**config.mk**
```make
export PLATFORM = sky130hd
export DESIGN_NAME = uad_mul
export DESIGN_NICKNAME = d
export VERILOG_FILES = /design/src/rtl/core/uad_pkg.sv /design/src/rtl/core/uad_mul.sv
export SDC_FILE = /design/constraint.sdc
export NUM_CORES = 2
export LEC_CHECK = 0
export ABC_AREA = 0
export ABC_CLOCK_PERIOD_IN_PS = 14050
export CORE_AREA = 4 4 245 247
export DETAILED_ROUTE_END_ITERATION = 6
export DIE_AREA = 0 0 249 251
export DONT_BUFFER_PORTS = 1
export HOLD_SLACK_MARGIN = 0.12
export PLACE_DENSITY = 0.78
export SLEW_MARGIN = 5
export SYNTH_ARGS = -nofsm -noshare
export SYNTH_HDL_FRONTEND = slang
export SYNTH_SLANG_ARGS = --single-unit
```
**constraint.sdc**
```tcl
create_clock -name clock -period 14.05 [get_ports clock]
set_clock_uncertainty 0.15 [all_clocks]
set_input_delay 2.1075 -clock clock [delete_from_list [all_inputs] [get_ports clock]]
set_output_delay 2.1075 -clock clock [all_outputs]
set_load 0.05 [all_outputs]
```
**src/rtl/core/uad_pkg.sv**
```systemverilog
// Shared types, codes and arithmetic constants of the upwind advection-diffusion step block.
package uad_pkg;

   localparam int UAD_CELLS   = 64;
   localparam int UAD_SPECIES = 4;

   localparam int MUL_W = 49;
   localparam int DIV_W = 64;
   localparam int Q_W   = 48;

   typedef logic [2:0] op_type;
   typedef logic [1:0] status_type;
   typedef logic [1:0] csr_index_type;

   localparam op_type OP_WRITE = 3'd0;
   localparam op_type OP_READ  = 3'd1;
   localparam op_type OP_LOAD  = 3'd2;
   localparam op_type OP_STEP  = 3'd3;
   localparam op_type OP_AVG   = 3'd4;

   localparam status_type ST_OK    = 2'd0;
   localparam status_type ST_RANGE = 2'd1;
   localparam status_type ST_SKIP  = 2'd2;

   localparam csr_index_type CSR_CELL_WIDTH = 2'd0;
   localparam csr_index_type CSR_AREA       = 2'd1;
   localparam csr_index_type CSR_ACTIVE     = 2'd2;

   localparam logic [Q_W-1:0] Q_CAP    = 48'h8000_0000_0000;
   localparam logic [30:0]    UMAG_MAX = 31'h7FFF_FFFF;

endpackage

```
**src/rtl/core/uad_mul.sv**
```systemverilog
// Four-phase partial-product multiplier with Q16.16 shift and saturation.
module uad_mul import uad_pkg::*; (
   input  logic             clock,
   input  logic             reset,
   input  logic             start,
   input  logic [MUL_W-1:0] a,
   input  logic [MUL_W-1:0] b,
   output logic             done,
   output logic [Q_W-1:0]   p
);

   localparam int HW = (MUL_W + 1) / 2;

   logic [2*HW-1:0] a_ff, b_ff;
   logic [4*HW-1:0] acc_ff;
   logic [1:0]      ph_ff;
   logic            busy_ff, done_ff;
   logic [HW-1:0]   a_half, b_half;
   logic [2*HW-1:0] pp;
   logic [4*HW-1:0] pp_sh;

   assign a_half = ph_ff[1] ? a_ff[2*HW-1:HW] : a_ff[HW-1:0];
   assign b_half = ph_ff[0] ? b_ff[2*HW-1:HW] : b_ff[HW-1:0];
   assign pp     = (2*HW)'(a_half) * (2*HW)'(b_half);
   assign pp_sh  = (4*HW)'(pp) << (HW * (int'(ph_ff[1]) + int'(ph_ff[0])));

   always_ff @(posedge clock) begin
      if (reset) begin
         busy_ff <= 1'b0;
         done_ff <= 1'b0;
      end else if (start) begin
         a_ff    <= (2*HW)'(a);
         b_ff    <= (2*HW)'(b);
         acc_ff  <= '0;
         ph_ff   <= '0;
         busy_ff <= 1'b1;
         done_ff <= 1'b0;
      end else if (busy_ff) begin
         acc_ff  <= acc_ff + pp_sh;
         ph_ff   <= ph_ff + 1'b1;
         busy_ff <= (ph_ff != 2'd3);
         done_ff <= (ph_ff == 2'd3);
      end else begin
         done_ff <= 1'b0;
      end
   end

   always_comb begin
      if (acc_ff[4*HW-1:16] > (4*HW-16)'(Q_CAP)) begin
         p = Q_CAP;
      end else begin
         p = acc_ff[Q_W+15:16];
      end
   end

   assign done = done_ff;

endmodule

```
==> summary.txt <==
Clock network
  • Clk pin slew, worst setup/hold paths: ~0.060 ns
  • CTS root buffer: clkbuf_16
  • TritonCTS clock tree: yes
  • Post-CTS Hold Buffers: 0
  • Setup Fix Bufs, Post-CTS: 0
  • Clk sink count: 202
  • Worst-skew pair later-pin latency: roughly 0.60 ns
  • CTS resizes: 0
  • CTS H-tree depth: 1
  • CTS max path bufs: 3
  • CTS Buf Count: 26

Die
  • Core ar.: approximately 58,000 um2
  • Die Ht: 251 um
  • Row cnt: 88
  • Initial Util: 65.00%
  • Die area: ~62,000 um2
  • Die X: ~250 um
  • Num ports: 150

Synthesis
  • Mapped Nets: about 5,200
  • Sequential fraction of the synthesis area: ~16%
  • Post-synth EDFFs: 200
  • Area leader, netlist: fa_1
  • Post-Synthesis Cells: between 4,000 and 5,000
  • Syn Area/Cell: around 8.7 um2
  • Top cells by instance count after synthesis: inv_1, nor2_1, fa_1
  • FFs w/ async S/R, synth: 0%
  • Top cell type's share of synthesized area: around 28%
  • Top cells by area, synth: fa_1, edfxtp_1, ha_1
  • Cell with the most instances after synthesis: inv_1
  • Post-synthesis cell type count: 96
  • Commonest register cell after synthesis: edfxtp_1
  • Syn Std Cell Area: about 37,000 um2
  • Warnings, synthesis: 0
  • Register bit total from synthesis: roughly 200

Detailed routing
  • DRC viols: 11
  • Via-per-instance ratio: 6.312
  • DRT Pass-1 Iters: 7
  • Routed via count: between 30,000 and 40,000
  • DR iter-0 viols: 2,890
  • Post-route ant nets: 0
  • Final wirelength: ~120,000 um
  • Avg WL per Cell: about 24 um

Worst setup path
  • Crit path max fanout: 23
  • CP startpoint kind: flop
  • Setup crit end: acc_ff[99]
  • Reg2reg start: ph_ff[0]
  • Crit Path Class: reg -> reg
  • End of the worst register-to-register path: acc_ff[99]
  • CP arrival: between 10 and 15 ns
  • Worst Setup SP: ph_ff[0]
  • Setup crit end kind: flop
  • R2R depth: 38
  • Required time of the worst setup path: 14.24 ns
  • Slowest stage delay, CP: between 0.8 and 0.9 ns
  • Reg-to-reg slack, setup: between 0.9 and 1 ns
  • Crit-path slowest cell: mux2i_1
  • Most used cell, CP: fa_1

Final layout
  • Filler cells: approximately 4,700
  • Share of layout cells above drive strength 1: under 10%
  • Nets@finish: about 5,100
  • Synth-to-layout area growth: 4.306%

Status
  • Outcome: complete, but fails checks
  • Failing checks: design-rule violations

Job
  • Max Cap Viol: 0

STA
  • Worst-Margin Slew: ~1.2 ns
  • Fin. max-slew vios: 0
  • Unrepaired setup endpoints after global routing: false
  • Period minus WS final: ~13 ns
  • Final setup viols: 0
  • Post-route setup TNS: 0 ns
  • Fin. Hold Viols: 0
  • Fmax: about 77 MHz
  • Hold WS: ~0.34 ns
  • Tcrit/Tclk final: 93.02%
  • Relative slew slack: about a fifth

Global routing
  • Final global-route overflow total: 0
  • Vias in the first global route: 32,320
  • Largest net degree at the start of global routing: 118
  • Global-route usage over all layers: between 30% and 40%
  • First-pass GRT wire length: approximately 180,000 um
  • Antenna violations before repair: 7

Placement
  • Input/output buffers: 0
  • GPL Wtd Cong: between 1 and 1.5
  • Post-DP HPWL: around 94,000 um

Min path
  • Hold crit path type: reg -> reg
==> worst max-delay path: cells and delay by family, from the launching register on <==
kind	cells	cell delay [ns]
AND/OR/NAND/NOR	8	1.45
adder cells (fa/ha/maj)	9	4.33
AO/OA/AOI/OAI	14	4.16
buffers and inverters	5	0.67
flip-flops	1	0.85
multiplexers	2	1.20
==> cell type report <==
type                       instances  area [um2]  area share, %
inverter                         647        2429          6.221
antenna                            5       12.51        0.03205
multi-input combinational       3242       28230          72.30
sequential                       202        6046          15.49
clock inverter                    13       142.6         0.3653
tap                              765       957.2          2.452
timing repair buffer              71       553.0          1.417
clock buffer                      32       673.1          1.724
==> routing by layer <==
layer / track usage [%] / up-vias / share of wire [%]
li1: - / 14020 / -
met1: 47.56 / 15330 / 38
met2: 60.99 / 1669 / 46
met3: 7.376 / 396 / 9.2
met4: 20.71 / 4 / 6.8
met5: 0 / - / 0.022
==> flip-flops by register name, summed over array words and instances, names as in the netlist <==
signal and count:
b_ff 49, acc_ff 100, ph_ff 2, busy_ff 1, a_ff 49, done 1
==> stage by stage <==
step | utilization, % | area, um2 | std cells | setup WS (ns)
after CTS | 67.75 | 39010 | 4971 | 1.180
after global placement | 66.33 | 38200 | 4926 | 1.342
final | 67.80 | 39040 | 4977 | 0.9813
after detailed placement | 66.33 | 38200 | 4926 | 1.242
after floorplan | - | 37430 | 4301 | 2.752
after global routing | 67.78 | 39030 | 4973 | 0.4754
==> how the worst min path moves through the flow <==
| stage | depth (start not counted) | slack (ns) | from | endpoint |
|---|---|---|---|---|
| 2_1_floorplan | 1 | 0.31 | busy_ff | done |
| 5_1_grt | 1 | 0.36 | busy_ff | done |
| 3_5_place_dp | 1 | 0.33 | busy_ff | done |
| 3_3_place_gp | 1 | 0.32 | busy_ff | done |
| 6_report | 1 | 0.34 | busy_ff | done |
| 4_1_cts | 1 | 0.34 | busy_ff | done |
==> layout by cell type (no fill, tap or decap), drive strengths merged, types with 28 or more instances in the layout <==
cell,Yosys,routed
inv,646,646
nor2,556,556
fa,527,527
nand2,495,495
ha,287,287
a21oi,207,207
edfxtp,200,200
o21ai,120,120
a21o,86,86
xnor2,85,85
and3,72,72
buf,17,71
mux2i,70,70
mux2,69,69
nor3,54,54
nand3,49,49
nand4,45,45
xor2,41,41
o21a,38,38
and2,35,35
nor2b,32,32
clkbuf,193,32
o21bai,28,28
==> cells by family after synthesis <==
family                     synth area share (%)
AOI/OAI and AO/OA                         13.15
xor gates and xnor gates                  2.948
adders and majority gates                 37.78
buffers and inverters                     8.624
DFF                                       16.15
muxes                                     4.730
and+or+nand+nor                           16.61
Power is left out: the tool's default activity adds up to more than one toggle a clock period on the data nets, which glitch-free logic cannot reach.
