<file path="src/rtl/core/uad_pkg.sv">
// Shared types, codes and arithmetic constants of the upwind advection-diffusion step block.
package uad_pkg;

   localparam int UAD_CELLS   = 64;
   localparam int UAD_SPECIES = 4;

   localparam int MUL_W = 49;
   localparam int DIV_W = 64;
   localparam int Q_W   = 48;

   typedef logic [2:0] op_type;
   typedef logic [1:0] status_type;
   typedef logic [1:0] csr_index_type;

   localparam op_type OP_WRITE = 3'd0;
   localparam op_type OP_READ  = 3'd1;
   localparam op_type OP_LOAD  = 3'd2;
   localparam op_type OP_STEP  = 3'd3;
   localparam op_type OP_AVG   = 3'd4;

   localparam status_type ST_OK    = 2'd0;
   localparam status_type ST_RANGE = 2'd1;
   localparam status_type ST_SKIP  = 2'd2;

   localparam csr_index_type CSR_CELL_WIDTH = 2'd0;
   localparam csr_index_type CSR_AREA       = 2'd1;
   localparam csr_index_type CSR_ACTIVE     = 2'd2;

   localparam logic [Q_W-1:0] Q_CAP    = 48'h8000_0000_0000;
   localparam logic [30:0]    UMAG_MAX = 31'h7FFF_FFFF;

endpackage

</file>
<file path="src/rtl/core/uad_div.sv">
// Restoring serial divider, one quotient bit per cycle.
module uad_div import uad_pkg::*; (
   input  logic             clock,
   input  logic             reset,
   input  logic             start,
   input  logic [DIV_W-1:0] num,
   input  logic [DIV_W-1:0] den,
   output logic             done,
   output logic [DIV_W-1:0] quo
);

   localparam int CNT_W = $clog2(DIV_W + 1);

   logic [DIV_W-1:0] num_ff, den_ff, rem_ff, quo_ff;
   logic [CNT_W-1:0] cnt_ff;
   logic             busy_ff, done_ff;
   logic [DIV_W:0]   trial;
   logic             fits;

   assign trial = {rem_ff, num_ff[DIV_W-1]};
   assign fits  = trial >= {1'b0, den_ff};

   always_ff @(posedge clock) begin
      if (reset) begin
         busy_ff <= 1'b0;
         done_ff <= 1'b0;
      end else if (start) begin
         num_ff  <= num;
         den_ff  <= den;
         rem_ff  <= '0;
         quo_ff  <= '0;
         cnt_ff  <= '0;
         busy_ff <= 1'b1;
         done_ff <= 1'b0;
      end else if (busy_ff) begin
         num_ff <= {num_ff[DIV_W-2:0], 1'b0};
         if (fits) begin
            rem_ff <= DIV_W'(trial - {1'b0, den_ff});
         end else begin
            rem_ff <= trial[DIV_W-1:0];
         end
         quo_ff  <= {quo_ff[DIV_W-2:0], fits};
         cnt_ff  <= cnt_ff + 1'b1;
         busy_ff <= (int'(cnt_ff) != DIV_W - 1);
         done_ff <= (int'(cnt_ff) == DIV_W - 1);
      end else begin
         done_ff <= 1'b0;
      end
   end

   assign done = done_ff;
   assign quo  = quo_ff;

endmodule

</file>
<file path="config.mk">
export PLATFORM = sky130hd
export DESIGN_NAME = uad_div
export DESIGN_NICKNAME = d
export VERILOG_FILES = /design/src/rtl/core/uad_pkg.sv /design/src/rtl/core/uad_div.sv
export SDC_FILE = /design/constraint.sdc
export NUM_CORES = 1
export LEC_CHECK = 0
export ABC_AREA = 1
export BUFFER_PORTS_ARGS = -buffer_cell sky130_fd_sc_hd__buf_4
export CORE_ASPECT_RATIO = 0.75
export CORE_MARGIN = 2
export CORE_UTILIZATION = 45
export CTS_BUF_LIST = sky130_fd_sc_hd__clkbuf_2
export DETAILED_ROUTE_END_ITERATION = 6
export GPL_TIMING_DRIVEN = 1
export PLACE_DENSITY = 0.64
export SETUP_SLACK_MARGIN = 0.05
export SLEW_MARGIN = 0
export SYNTH_ARGS = -nofsm -noshare
export SYNTH_HDL_FRONTEND = slang
export SYNTH_SLANG_ARGS = --single-unit
</file>
<file path="constraint.sdc">
create_clock -name clock -period 15 [get_ports clock]
set_input_delay 0 -clock clock [delete_from_list [all_inputs] [get_ports clock]]
set_output_delay 0 -clock clock [all_outputs]
set_load 0.1 [all_outputs]
</file>
==> results of run 1 <==
cell type report:
cell class | instances | share of cell area, %
multi-input cells | 1571 | 31.7
clock buffers | 93 | 2.06
flip-flops and latches | 265 | 35.1
clock inverters | 24 | 0.702
inverters | 518 | 8.60
diodes | 3 | 0.0332
well taps | 512 | 2.83
repair buffers | 481 | 19.0
worst min-delay path, stage by stage:
cell           delay [ns]
dlygate4sd3_1        0.53
buf_4                0.27
nor2_1               0.14
flip-flops by register name, summed over array words and instances, names as in the netlist:
signal	count
cnt_ff	7
done	1
rem_ff	64
den_ff	64
busy_ff	1
quo	64
num_ff	64
power groups by stage:
stage	combinational, uW	clock (uW)	sequential (uW)
2_1_floorplan	390	0	1000
3_3_place_gp	660	0	922
4_1_cts	723	537	908
6_report	742	524	908
3_5_place_dp	664	0	924
5_1_grt	811	573	914
layer usage:
metal	track usage, %	routed length, um	up-vias
met5	0	0	-
met4	8.68	1510	0
met3	7.43	4950	104
met2	43.0	24600	613
met1	44.7	28900	7760
li1	-	-	8329
cell families after synthesis:
kind of cell               count (synthesis)  synth area share, %
and+or+nand+nor                         1418                 33.3
buffers and inverters                    566                 12.7
xor gates and xnor gates                  31                 1.57
DFF                                      265                 45.9
AOI/OAI and AO/OA                         56                 1.70
adders and majority gates                 66                 4.82
cell usage after synthesis:
cell,number
nand2_2,6
nand4_1,14
and2_1,2
buf_6,6
xnor2_1,1
o31ai_1,1
xor2_1,30
a21oi_1,46
nand3_1,87
dfxtp_1,2
edfxtp_1,263
nand2_4,1
buf_2,12
or2_2,1
buf_4,1
nand3b_1,43
inv_2,5
nor2_1,300
clkbuf_1,24
nand2_1,928
and3_1,1
inv_1,513
nand3_2,2
a21oi_4,1
nand2_8,1
o21ai_0,8
buf_1,5
ha_1,65
nor4_1,6
nor2_2,11
nor3_4,1
nor3_1,14
fa_1,1
path summary, 6_finish.rpt:
path                                   end  slack [ns]  depth (start not counted)
worst min register to register  num_ff[17]        0.48                          2
worst max register to register  rem_ff[48]       11.43                         16
worst max-delay path            rem_ff[48]       11.43                         16
worst min-delay path             cnt_ff[1]        0.13                          3
repair_timing:
item,CTS,global route
hold endpoints to repair,333,0
endpoints found under the setup margin,0,0
hold buffers,277,0
per-stage QoR:
step / area (um2) / total power [uW] / cells / hold slack [ns] / utilization [%]
after floorplan: 17300 / 1390 / 2402 / 0.0768 / -
after global placement: 19200 / 1580 / 3070 / 0.178 / 50.5
after detailed placement: 19200 / 1590 / 3070 / 0.179 / 50.5
after CTS: 22600 / 2170 / 3464 / 0.0216 / 59.4
after global routing: 22600 / 2300 / 3467 / 0.0745 / 59.4
final: 22600 / 2170 / 3467 / 0.126 / 59.4
==> results.md, run 1 <==
- The flow ran to the end, but the final reports show violations.
- The final reports fail on DRC.
- The area of the placeable core is ~0.038 mm2.
- Entering global routing, the biggest net connects between 90 and 100 pins.
- The number of global-route vias before repair is about 16000.
- The sort of element at the start of the critical path is a flop.
- The initial utilization of the core area, before any placement, comes to ~45%.
- The first global-routing pass estimated slightly above 90 mm of wire.
- For the final routed database, the setup TNS stands at 0 ns.
- Summed over all layers, the global routing overflow is 0.
- The peak per-stage delay on the critical path is between 0.5 and 0.6 ns.
- The analysis attributes to net switching a power of about 860 uW.
- CTS built an H-tree with a depth of 3.
- The worst register-to-register path begins at rem_ff[7].
- In the final layout, the multi-input gates occupy approximately 0.0072 mm2.
- The remaining number of nets flagged by the antenna check after routing is 0.
- Counting the buffers created by CTS gives 69.
- The cell at the root of the clock tree is clkbuf_2.
- For this design the static power due to leakage is between 0.01 and 0.015 uW.
- The kind of critical path is flop to flop.
- Routability-driven placement finished with a final weighted congestion of 1.02.
- The total of cells resized after clock tree synthesis is 0.
- The switching power as a share of total power is approximately two fifths.
- In this run, flip-flops and latches consume roughly two fifths of the power.
- Data on the critical path arrives at its endpoint at 4.26 ns.
- For this run, the register share of the synthesized area comes to a little under half.
- Walking the worst path, the cells encountered are ha_1 -> nand2_2 -> inv_2 -> nand2_1 -> nand2_1 -> inv_2 -> nand3_2 -> nand2_1 -> nand2_2 -> nand2_2 -> nand2_4 -> nand2_2 -> buf_4 -> nand2_8 -> nor2_1 -> nor2_1.
- Once the clock tree was built, the setup fixing pass inserted 0 buffers.
- The worst slew margin relative to its limit is roughly 29%.
- The power per cell area is ~96 mW/mm2.
- Sorting the synthesized cells by area gives the leading types as edfxtp_1, nand2_1, inv_1, nor2_1, ha_1.
- OpenSTA, run right after detailed placement, puts the worst setup slack at between 10 and 15 ns.
- The clock passes through at most 3 buffers.
- After detailed routing, the average wire length per cell comes to roughly 17 um.
- At the later pin of the worst-skew pair, clock insertion delay measures between 0.9 and 1 ns.
- The max capacitance violation total is 0.
- The post-synthesis sequential element count is between 200 and 300.
- During synthesis, Yosys emitted a total of 0 warnings.
- The count of buffers from port buffering is around 200.
- The number of optimization iterations in the first detailed-route pass is 7.
- IR analysis of the VDD net gives a maximum drop of between 0.07 and 0.08 mV.
- The final worst setup slack is ~11 ns.
- Averaged over all synthesized cells, the footprint is approximately 7 um2.
- The detailed router placed about 17000 vias in this run.
- The post-synth net total is 2599.
- From bottom edge to top edge, the die measures ~170 um.
- The sequential cell area is 0.00794 mm2.
- Grouping stages by cell kind, the critical path spends the most delay in simple AND/OR/NAND/NOR gates.
- Clock skew on the completed layout was measured at between 0.08 and 0.09 ns.
- The netlist uses 33 different library cells.
- The via density per instance is between 4 and 5.
- Clock-pin slew was measured on the worst setup and hold paths at 0.10 ns.
- The overall die width is between 200 and 250 um.
- By instance count, the cell type seen most on the critical path is nand2_2.
- The worst path in the final design needs a cycle of about 3.6 ns, including I/O delays and setup.
- The slowest cell on the critical path is buf_4.
- The overall track demand over capacity in global routing is 30.0%.
- Setup violations remaining at the end of the flow were counted as 0.
- CTS saw around 270 sinks.
- The actual slew at the worst max-slew pin is 1.06 ns.
- The maximum fanout count along the critical path is 33.
- The biggest area consumer among synthesized cells is edfxtp_1.
- Row generation in the floorplan step produced 62 rows.
- The critical path endpoint category is a flop.
- The number of endpoints with negative hold slack in the final report is 0.
- Setup repair after global routing left no endpoint under its margin.
- The number of buffers and inverters on the critical path is 3.
- The ratio of cells with drive above 1 in the final layout is between 10% and 20%.
- After synthesis, the largest area contributor takes up 45.7% of total cell area.
- For this design the top-level I/O count stands at slightly below 200.
- The clock network is responsible for between 20% and 30% of the overall power.
- The share of the cycle needed by the critical path after routing is about a quarter.
- In the final design database the tool counted approximately 3100 nets.
- The DRC marker count from the first detailed-route iteration is roughly 1700.
- The critical path starts at rem_ff[7].
- The combinational cell fraction of total power is about 34%.
- The TritonCTS clock tree is yes.
- After technology mapping, the gate count stands at 2402.
- The initial antenna violation count is 3.
- The number of remaining DRC errors is 3.
- The overall routed net length is about 60 mm.
- The full die area is 0.0400 mm2.
- Timing would allow up to between 200 and 300 MHz.
- Leaving out fill and tap cells, the most frequent cells in the layout are nand2_1, inv_1, nor2_1.
- The layout has between 3000 and 4000 filler cells.
- After synthesis the cells add up to ~0.017 mm2.
- The HPWL after detailed placement is 43.2 mm.
- Compared with the post-synthesis result, the final layout area differs by 31.0%.
- The most frequent standard cell in the layout excluding fill and tap cells is nand2_1.
- The type of the worst min-delay path is primary input to flop.
- The startpoint of the lowest-slack hold path is start.
- The data required time at the worst endpoint is 15.69 ns.
- The total internal power is about 1300 uW.
- The total count of max-transition violations in the final report was 0.
Note: power is estimated with default switching activity, not from simulation.
==> run 2: changes to the inputs <==
Settings changed: PLACE_DENSITY 0.64 to 0.66.
Clock period 15 ns to 3.2 ns, I/O delays scaled along.
==> results.md, run 2 (synthesis gave the netlist of run 1 again) <==
- The flow ran to the end, but the final reports show violations.
- The final reports fail on DRC.
- The cell at the root of the clock tree is clkbuf_2.
- The wire length of the first global-routing pass is 98.2 mm (+7.4%).
- The met1 wire length is 28.8 mm (-0.38%).
- The overall die width is 230 um (unchanged).
- The full die area was 0.0400 mm2 (unchanged).
- The pin count of the biggest net entering global routing is 137 (+46%).
- The number of placed I/O pins was 196 (unchanged).
- The H-tree depth came to 3 (unchanged).
- The total global routing overflow was 0 (unchanged).
- The number of fill cells in the layout was 3327 (-5.3%).
- The number of sinks driven by the clock tree is 265 (unchanged).
- The area growth from synthesis to layout is 38.4%.
- The ratio of cells with drive above 1 in the final layout was 11.6% (+0.18 points).
- The shortest clock period the worst path allows after layout is 2.98 ns (-0.583 ns).
- The count of buffering cells on the critical path with inverters included is 2 (-1).
- The routed length on met3 is 5.96 mm (+21%).
- The worst slew margin relative to its limit is 35.2% (+5.7 points).
- The net total in the final layout came to 3229 (+4.1%).
- The standby leakage power came to 0.0124 uW (+4.4%).
- The number of remaining DRC errors was 3 (unchanged).
- The count of buffers from port buffering is 195 (unchanged).
- The routed length per instance is 18.1 um (+4.8%).
- The number of global-route vias before repair is 17500 (+7.7%).
- The power per cell area is 442 mW/mm2 (+360%).
- The final number of setup-violating endpoints is 0 (unchanged).
- The initial standard-cell utilization of the core is 45.4% (unchanged).
- The kind of critical path is flop to flop.
- The overall power came to 10600 uW (+390%).
- The sort of element at the start of the critical path is a flop.
- The clock slew at the register clock pins of the worst setup and hold paths is 0.15 ns (+0.05 ns).
- The kind of cell adding the most delay to the critical path is simple AND/OR/NAND/NOR gates.
- The buffers inserted during post-CTS setup optimization was 0 (unchanged).
- The share of the cycle needed by the critical path after routing is 93.2% (+69 points).
- The final standard cell utilization of the core is 62.8% (+3.4 points).
- The data required time at the worst endpoint is 3.95 ns (-11.74 ns).
- The HPWL after detailed placement was 43.2 mm (+0.17%).
- The critical path endpoint category is a flop.
- The overall track demand over capacity in global routing is 32.2% (+2.2 points).
- The largest clock skew in the final design came to 0.0879 ns (+0.00108 ns).
- The global placer's final weighted congestion came to 1.06 (+4.4%).
- After detailed routing, no signal wire sits above met5.
- The type of the worst min-delay path is primary input to flop.
- Traced cell by cell, the critical path runs through inv_1 -> ha_1 -> fa_1 -> inv_1 -> nand2_1 -> nand2_1 -> and2_1 -> nand3_1 -> nand2_1 -> nand2_1 -> nand2_1 -> nand2_1 -> nand3_1 -> nand2_1 -> nor2_1 -> nor2_1.
- The maximum fanout count along the critical path is 4 (-88%).
- The met2 wire length is 28.4 mm (+15%).
- The cell with the most instances on the worst path is nand2_1.
- The remaining number of nets flagged by the antenna check after routing came to 0 (unchanged).
- The initial antenna violation count is 4 (+1).
- The maximum clock frequency is 335 MHz (+20%).
- The maximum count of clock buffers along a single path is 3 (unchanged).
- The via density per instance is 5.01 (+3.4%).
- The overall routed net length is 65.2 mm (+8.6%).
- The total count of max-transition violations in the final report was 0 (unchanged).
- The overall via count from detail_route is 18000 (+7.1%).
- The DRC marker count from the first detailed-route iteration was 1889 (+10%).
- The peak per-stage delay on the critical path came to 0.43 ns (-0.13 ns).
- The actual slew at the worst max-slew pin is 0.972 ns (-0.0860 ns).
- The number of endpoints with negative hold slack in the final report is 0 (unchanged).
- The number of optimization iterations in the first detailed-route pass is 7 (unchanged).
- The library cells used most frequently in the layout, excluding fill and tap cells, are nand2_1, inv_1, dlygate4sd3_1.
- The total number of placement rows came to 62 (unchanged).
- The CTS buffer count is 70 (+1.4%).
- Leaving out fill and tap cells, the most frequent cell in the layout is nand2_1.
- The area of the placeable core is 0.0381 mm2 (unchanged).
- The signal arrival time at the worst endpoint is 3.74 ns (-0.52 ns).
- The TritonCTS clock tree is yes.
- The height of the chip was 174 um (unchanged).
- The worst vdd rail ir drop is 0.388 mV (+390%).
- The source-to-sink clock delay at the later pin of the worst-skew pair was 1.04 ns (+0.05 ns).
- The max capacitance violation total came to 0 (unchanged).
- On the critical path, the stage with the largest delay is an instance of fa_1.
- Setup repair after global routing left no endpoint under its margin.
## run 2: cell types whose count changed in the layout (fill, tap and decap cells not counted), sizes merged
cell         change
clkinvlp         +1
clkbuf           +4
dlygate4sd3    +109
clkinv           -6
inv              +2
buf             +16
## run 2: layer usage
metal | GRT usage (%) | up-vias
met5 | 0 | -
met1 | 45.7 | 8397
li1 | - | 8570
met3 | 7.17 | 154
met2 | 48.9 | 877
met4 | 10.6 | 4
## run 2: worst paths after layout
path               from    endpoint  slack [ns]  cells past startpoint
max          num_ff[63]  rem_ff[60]        0.22                     16
min               reset  den_ff[42]        0.21                      4
max reg2reg  num_ff[63]  rem_ff[60]        0.22                     16
min reg2reg     quo[59]     quo[60]        0.53                      2
## run 2: area by class of cell
cell class                 count  area [um2]  share of cell area, %
timing repair buffer         606        5580                   23.3
inverter                     518        1950                   8.14
tap                          512         641                   2.68
antenna                        3        7.51                 0.0314
multi-input combinational   1571        7180                   30.0
sequential                   265        7940                   33.2
clock inverter                21         140                  0.586
clock buffer                  97         485                   2.03
## run 2: repair_timing
action,in CTS,in global routing
setup endpoints to repair,0,4
resized for setup,0,1
hold buffers,386,0
endpoints found under the hold margin,528,0
## run 2: where the power goes
group	internal, uW	switching [uW]
clock	924	1640
combinational	1290	2440
sequential	4150	128
## run 2: per-stage QoR
step / hold WS (ns) / instance area [um2] / instances / TNS, ns / setup slack, ns
after global placement: 0.178 / 19400 / 3086 / 0 / 0.206
after floorplan: 0.0768 / 17300 / 2402 / -190.17 / -0.951
final: 0.208 / 23900 / 3593 / 0 / 0.218
after detailed placement: 0.179 / 19400 / 3086 / 0 / 0.244
after global routing: 0.145 / 23900 / 3592 / 0 / 0.134
after CTS: 0.107 / 23900 / 3590 / 0 / 0.171
## run 2: worst reg2reg max path: cells and delay by family (launching register included)
family                   cells  cell delay, ns
adder cells (fa/ha/maj)      2            0.66
buffers and inverters        2            0.25
flip-flops                   1            0.34
AND/OR/NAND/NOR             12            1.52
==> run 3: changes to the inputs <==
Settings changed: PLACE_DENSITY 0.66 to 0.64.
Clock period 3.2 ns to 3 ns, I/O delays scaled along.
==> results.md, run 3 (synthesis gave the netlist of run 1 again) <==
- The run finished with clean final reports.
- The maximum fanout count along the critical path was 4 (unchanged).
- The data required time at the worst endpoint came to 3.73 ns (-0.22 ns).
- The signal on the critical path passes through ha_1 -> nand2_1 -> nor2_1 -> nand2_1 -> nor2_1 -> nand2_1 -> nand3_1 -> nand2_1 -> nand3_1 -> nand2_1 -> nor2_1 -> nor2_1.
- The total number of placement rows came to 62 (unchanged).
- STA classifies the critical path startpoint as a flop.
- The standby leakage power is 0.0122 uW (-1.5%).
- The power per cell area came to 474 mW/mm2 (+7.2%).
- The depth of the worst register-to-register path is 12 (-4).
- The type of the worst min-delay path is primary input to flop.
- The worst hold path begins at reset.
- The minimum setup slack after placement is 0.0703 ns (-0.174 ns).
- Setup repair after global routing left no endpoint under its margin.
- The worst setup path is captured at a flop.
- The number of fill cells in the layout is 3395 (+2.0%).
- The clock slew at the register clock pins of the worst setup and hold paths is 0.13 ns (-0.02 ns).
- The total count of max-transition violations in the final report is 0 (unchanged).
- The endpoint of the lowest-slack register-to-register path is rem_ff[57].
- The wire length of the first global-routing pass was 95.2 mm (-3.1%).
- The initial standard-cell utilization of the core is 45.4% (unchanged).
- The net total in the final layout is 3183 (-1.4%).
- The number of sinks driven by the clock tree is 265 (unchanged).
- The cell count after placement is 3109 (+0.75%).
- The initial antenna violation count came to 6 (+2).
- The overall power was 11200 uW (+5.6%).
- The worst slew margin relative to its limit is 41.7% (+6.5 points).
- The maximum clock frequency was 355 MHz (+5.8%).
- The source-to-sink clock delay at the later pin of the worst-skew pair is 1.02 ns (-0.02 ns).
- The HPWL after detailed placement is 43.2 mm (-0.11%).
- The non-filler instance count after layout is 3550 (-1.2%).
- The slowest cell on the critical path is edfxtp_1.
- The worst hold path terminates at den_ff[16].
- The shortest clock period the worst path allows after layout was 2.82 ns (-0.163 ns).
- The number of placed I/O pins was 196 (unchanged).
- TritonCTS built the clock tree.
- The area taken by multi-input logic gates was 0.00730 mm2 (+1.7%).
- The area of the placeable core is 0.0381 mm2 (unchanged).
- The final worst setup slack is 0.181 ns (-0.0372 ns).
- The overall die width came to 230 um (unchanged).
- The number of remaining DRC errors was 0 (-3).
- The cell at the root of the clock tree is clkbuf_2.
- The final standard cell utilization of the core is 61.8% (-0.96 points).
- The height of the chip came to 174 um (unchanged).
- The overall via count from detail_route was 17500 (-2.7%).
- The ratio of cells with drive above 1 in the final layout came to 13.5% (+1.9 points).
- The layout-stage area growth over the synthesis result is 36.2%.
- The max capacitance violation total was 0 (unchanged).
- The critical path in this run is classified as flop to flop.
- The reg-to-reg setup timing slack is 0.18 ns (-0.04 ns).
- The CTS buffer count is 70 (unchanged).
- The global placer's final weighted congestion is 0.987 (-7.0%).
- The sequential cell area came to 0.00794 mm2 (unchanged).
- The most frequent standard cell in the layout excluding fill and tap cells is nand2_1.
- The number of endpoints with negative hold slack in the final report is 0 (unchanged).
- The total global routing overflow is 0 (unchanged).
- The actual slew at the worst max-slew pin is 0.875 ns (-0.0973 ns).
- The number of cells on the worst hold path is 4 (unchanged).
- The DRC marker count from the first detailed-route iteration came to 1794 (-5.0%).
- The full die area was 0.0400 mm2 (unchanged).
- The pin count of the biggest net entering global routing was 122 (-11%).
- The share of the cycle needed by the critical path after routing came to 94.0% (+0.78 points).
- The remaining number of nets flagged by the antenna check after routing is 0 (unchanged).
- Counting stages on the worst path, the most repeated cell is nand2_1.
- The routed length per instance came to 17.6 um (-3.1%).
- The peak per-stage delay on the critical path is 0.42 ns (about the same).
- The maximum count of clock buffers along a single path was 3 (unchanged).
- The number of optimization iterations in the first detailed-route pass is 7 (unchanged).
- The count of buffers from port buffering came to 195 (unchanged).
- The worst vdd rail ir drop is 0.316 mV (-18%).
- The overall routed net length came to 62.4 mm (-4.3%).
- The final number of setup-violating endpoints is 0 (unchanged).
- The largest clock skew in the final design is 0.0870 ns (-0.000931 ns).
- The startpoint identified for the worst register-to-register timing path is rem_ff[20].
- The overall track demand over capacity in global routing is 31.1% (-1.2 points).
- The via density per instance came to 4.93 (-1.5%).
- The signal arrival time at the worst endpoint is 3.55 ns (-0.19 ns).
- The number of global-route vias before repair is 17000 (-3.0%).
- The library cells used most frequently in the layout, excluding fill and tap cells, are nand2_1, inv_1, dlygate4sd3_1.
- The H-tree depth is 3 (unchanged).
-- run 3: cell types whose count changed in the layout (fill, tap and decap cells not counted), moves of 3 or more --
cell,before,now
nor2_1,298,293
nand2_1,928,924
nand3_1,87,84
nand2_2,6,10
nor2_2,12,16
nand3_2,2,5
ha_2,0,6
buf_12,5,8
buf_4,215,236
dlygate4sd3_1,386,314
ha_1,65,54
ha_4,0,5
-- run 3: critical path, delay by kind of cell (launching register included) --
kind	cells	cell delay, ns
adder cells (fa/ha/maj)	1	0.38
flip-flops	1	0.42
AND/OR/NAND/NOR	11	1.72
-- run 3: routing by layer --
layer	wire length [um]	track usage, %	up-vias
met3	5770	7.34	145
met1	28900	45.5	8130
met5	0	0	-
met2	25600	44.1	749
li1	-	-	8488
met4	2140	12.3	0
-- run 3: what timing repair did --
item,CTS,global route
gates resized for setup,1,33
endpoints found under the setup margin,1,57
endpoints found under the hold margin,460,0
setup buffers,0,3
hold buffers,314,0
-- run 3: worst max-delay path by stage --
stage / from / to / slack (ns) / cells past startpoint
final: rem_ff[20] / rem_ff[57] / 0.18 / 12
after global routing: rem_ff[39] / rem_ff[58] / 0.05 / 11
after CTS: rem_ff[14] / rem_ff[63] / 0.06 / 14
after detailed placement: den_ff[0] / rem_ff[60] / 0.07 / 15
after global placement: den_ff[0] / rem_ff[60] / 0.04 / 15
after floorplan: busy_ff / cnt_ff[0] / -1.15 / 2
-- run 3: through the flow --
step                      hold slack (ns)  area (um2)  TNS [ns]
after global routing                0.129       23600         0
after floorplan                    0.0768       17300   -230.17
after detailed placement            0.179       19600         0
after CTS                          0.0106       23400         0
after global placement              0.178       19600         0
final                               0.160       23600         0
-- run 3: cell type report --
cell class | count | share of cell area [%]
flip-flops and latches | 265 | 33.7
multi-input cells | 1571 | 31.0
repair buffers | 560 | 21.6
inverters | 518 | 8.29
well taps | 512 | 2.72
clock buffers | 96 | 2.04
clock inverters | 23 | 0.558
diodes | 5 | 0.0531
-- run 3: power breakdown --
part           total [uW]  switching [uW]  internal [uW]
Combinational        3980            2600           1380
Clock                2630            1730            901
Sequential           4560             129           4430
Total               11200            4460           6710
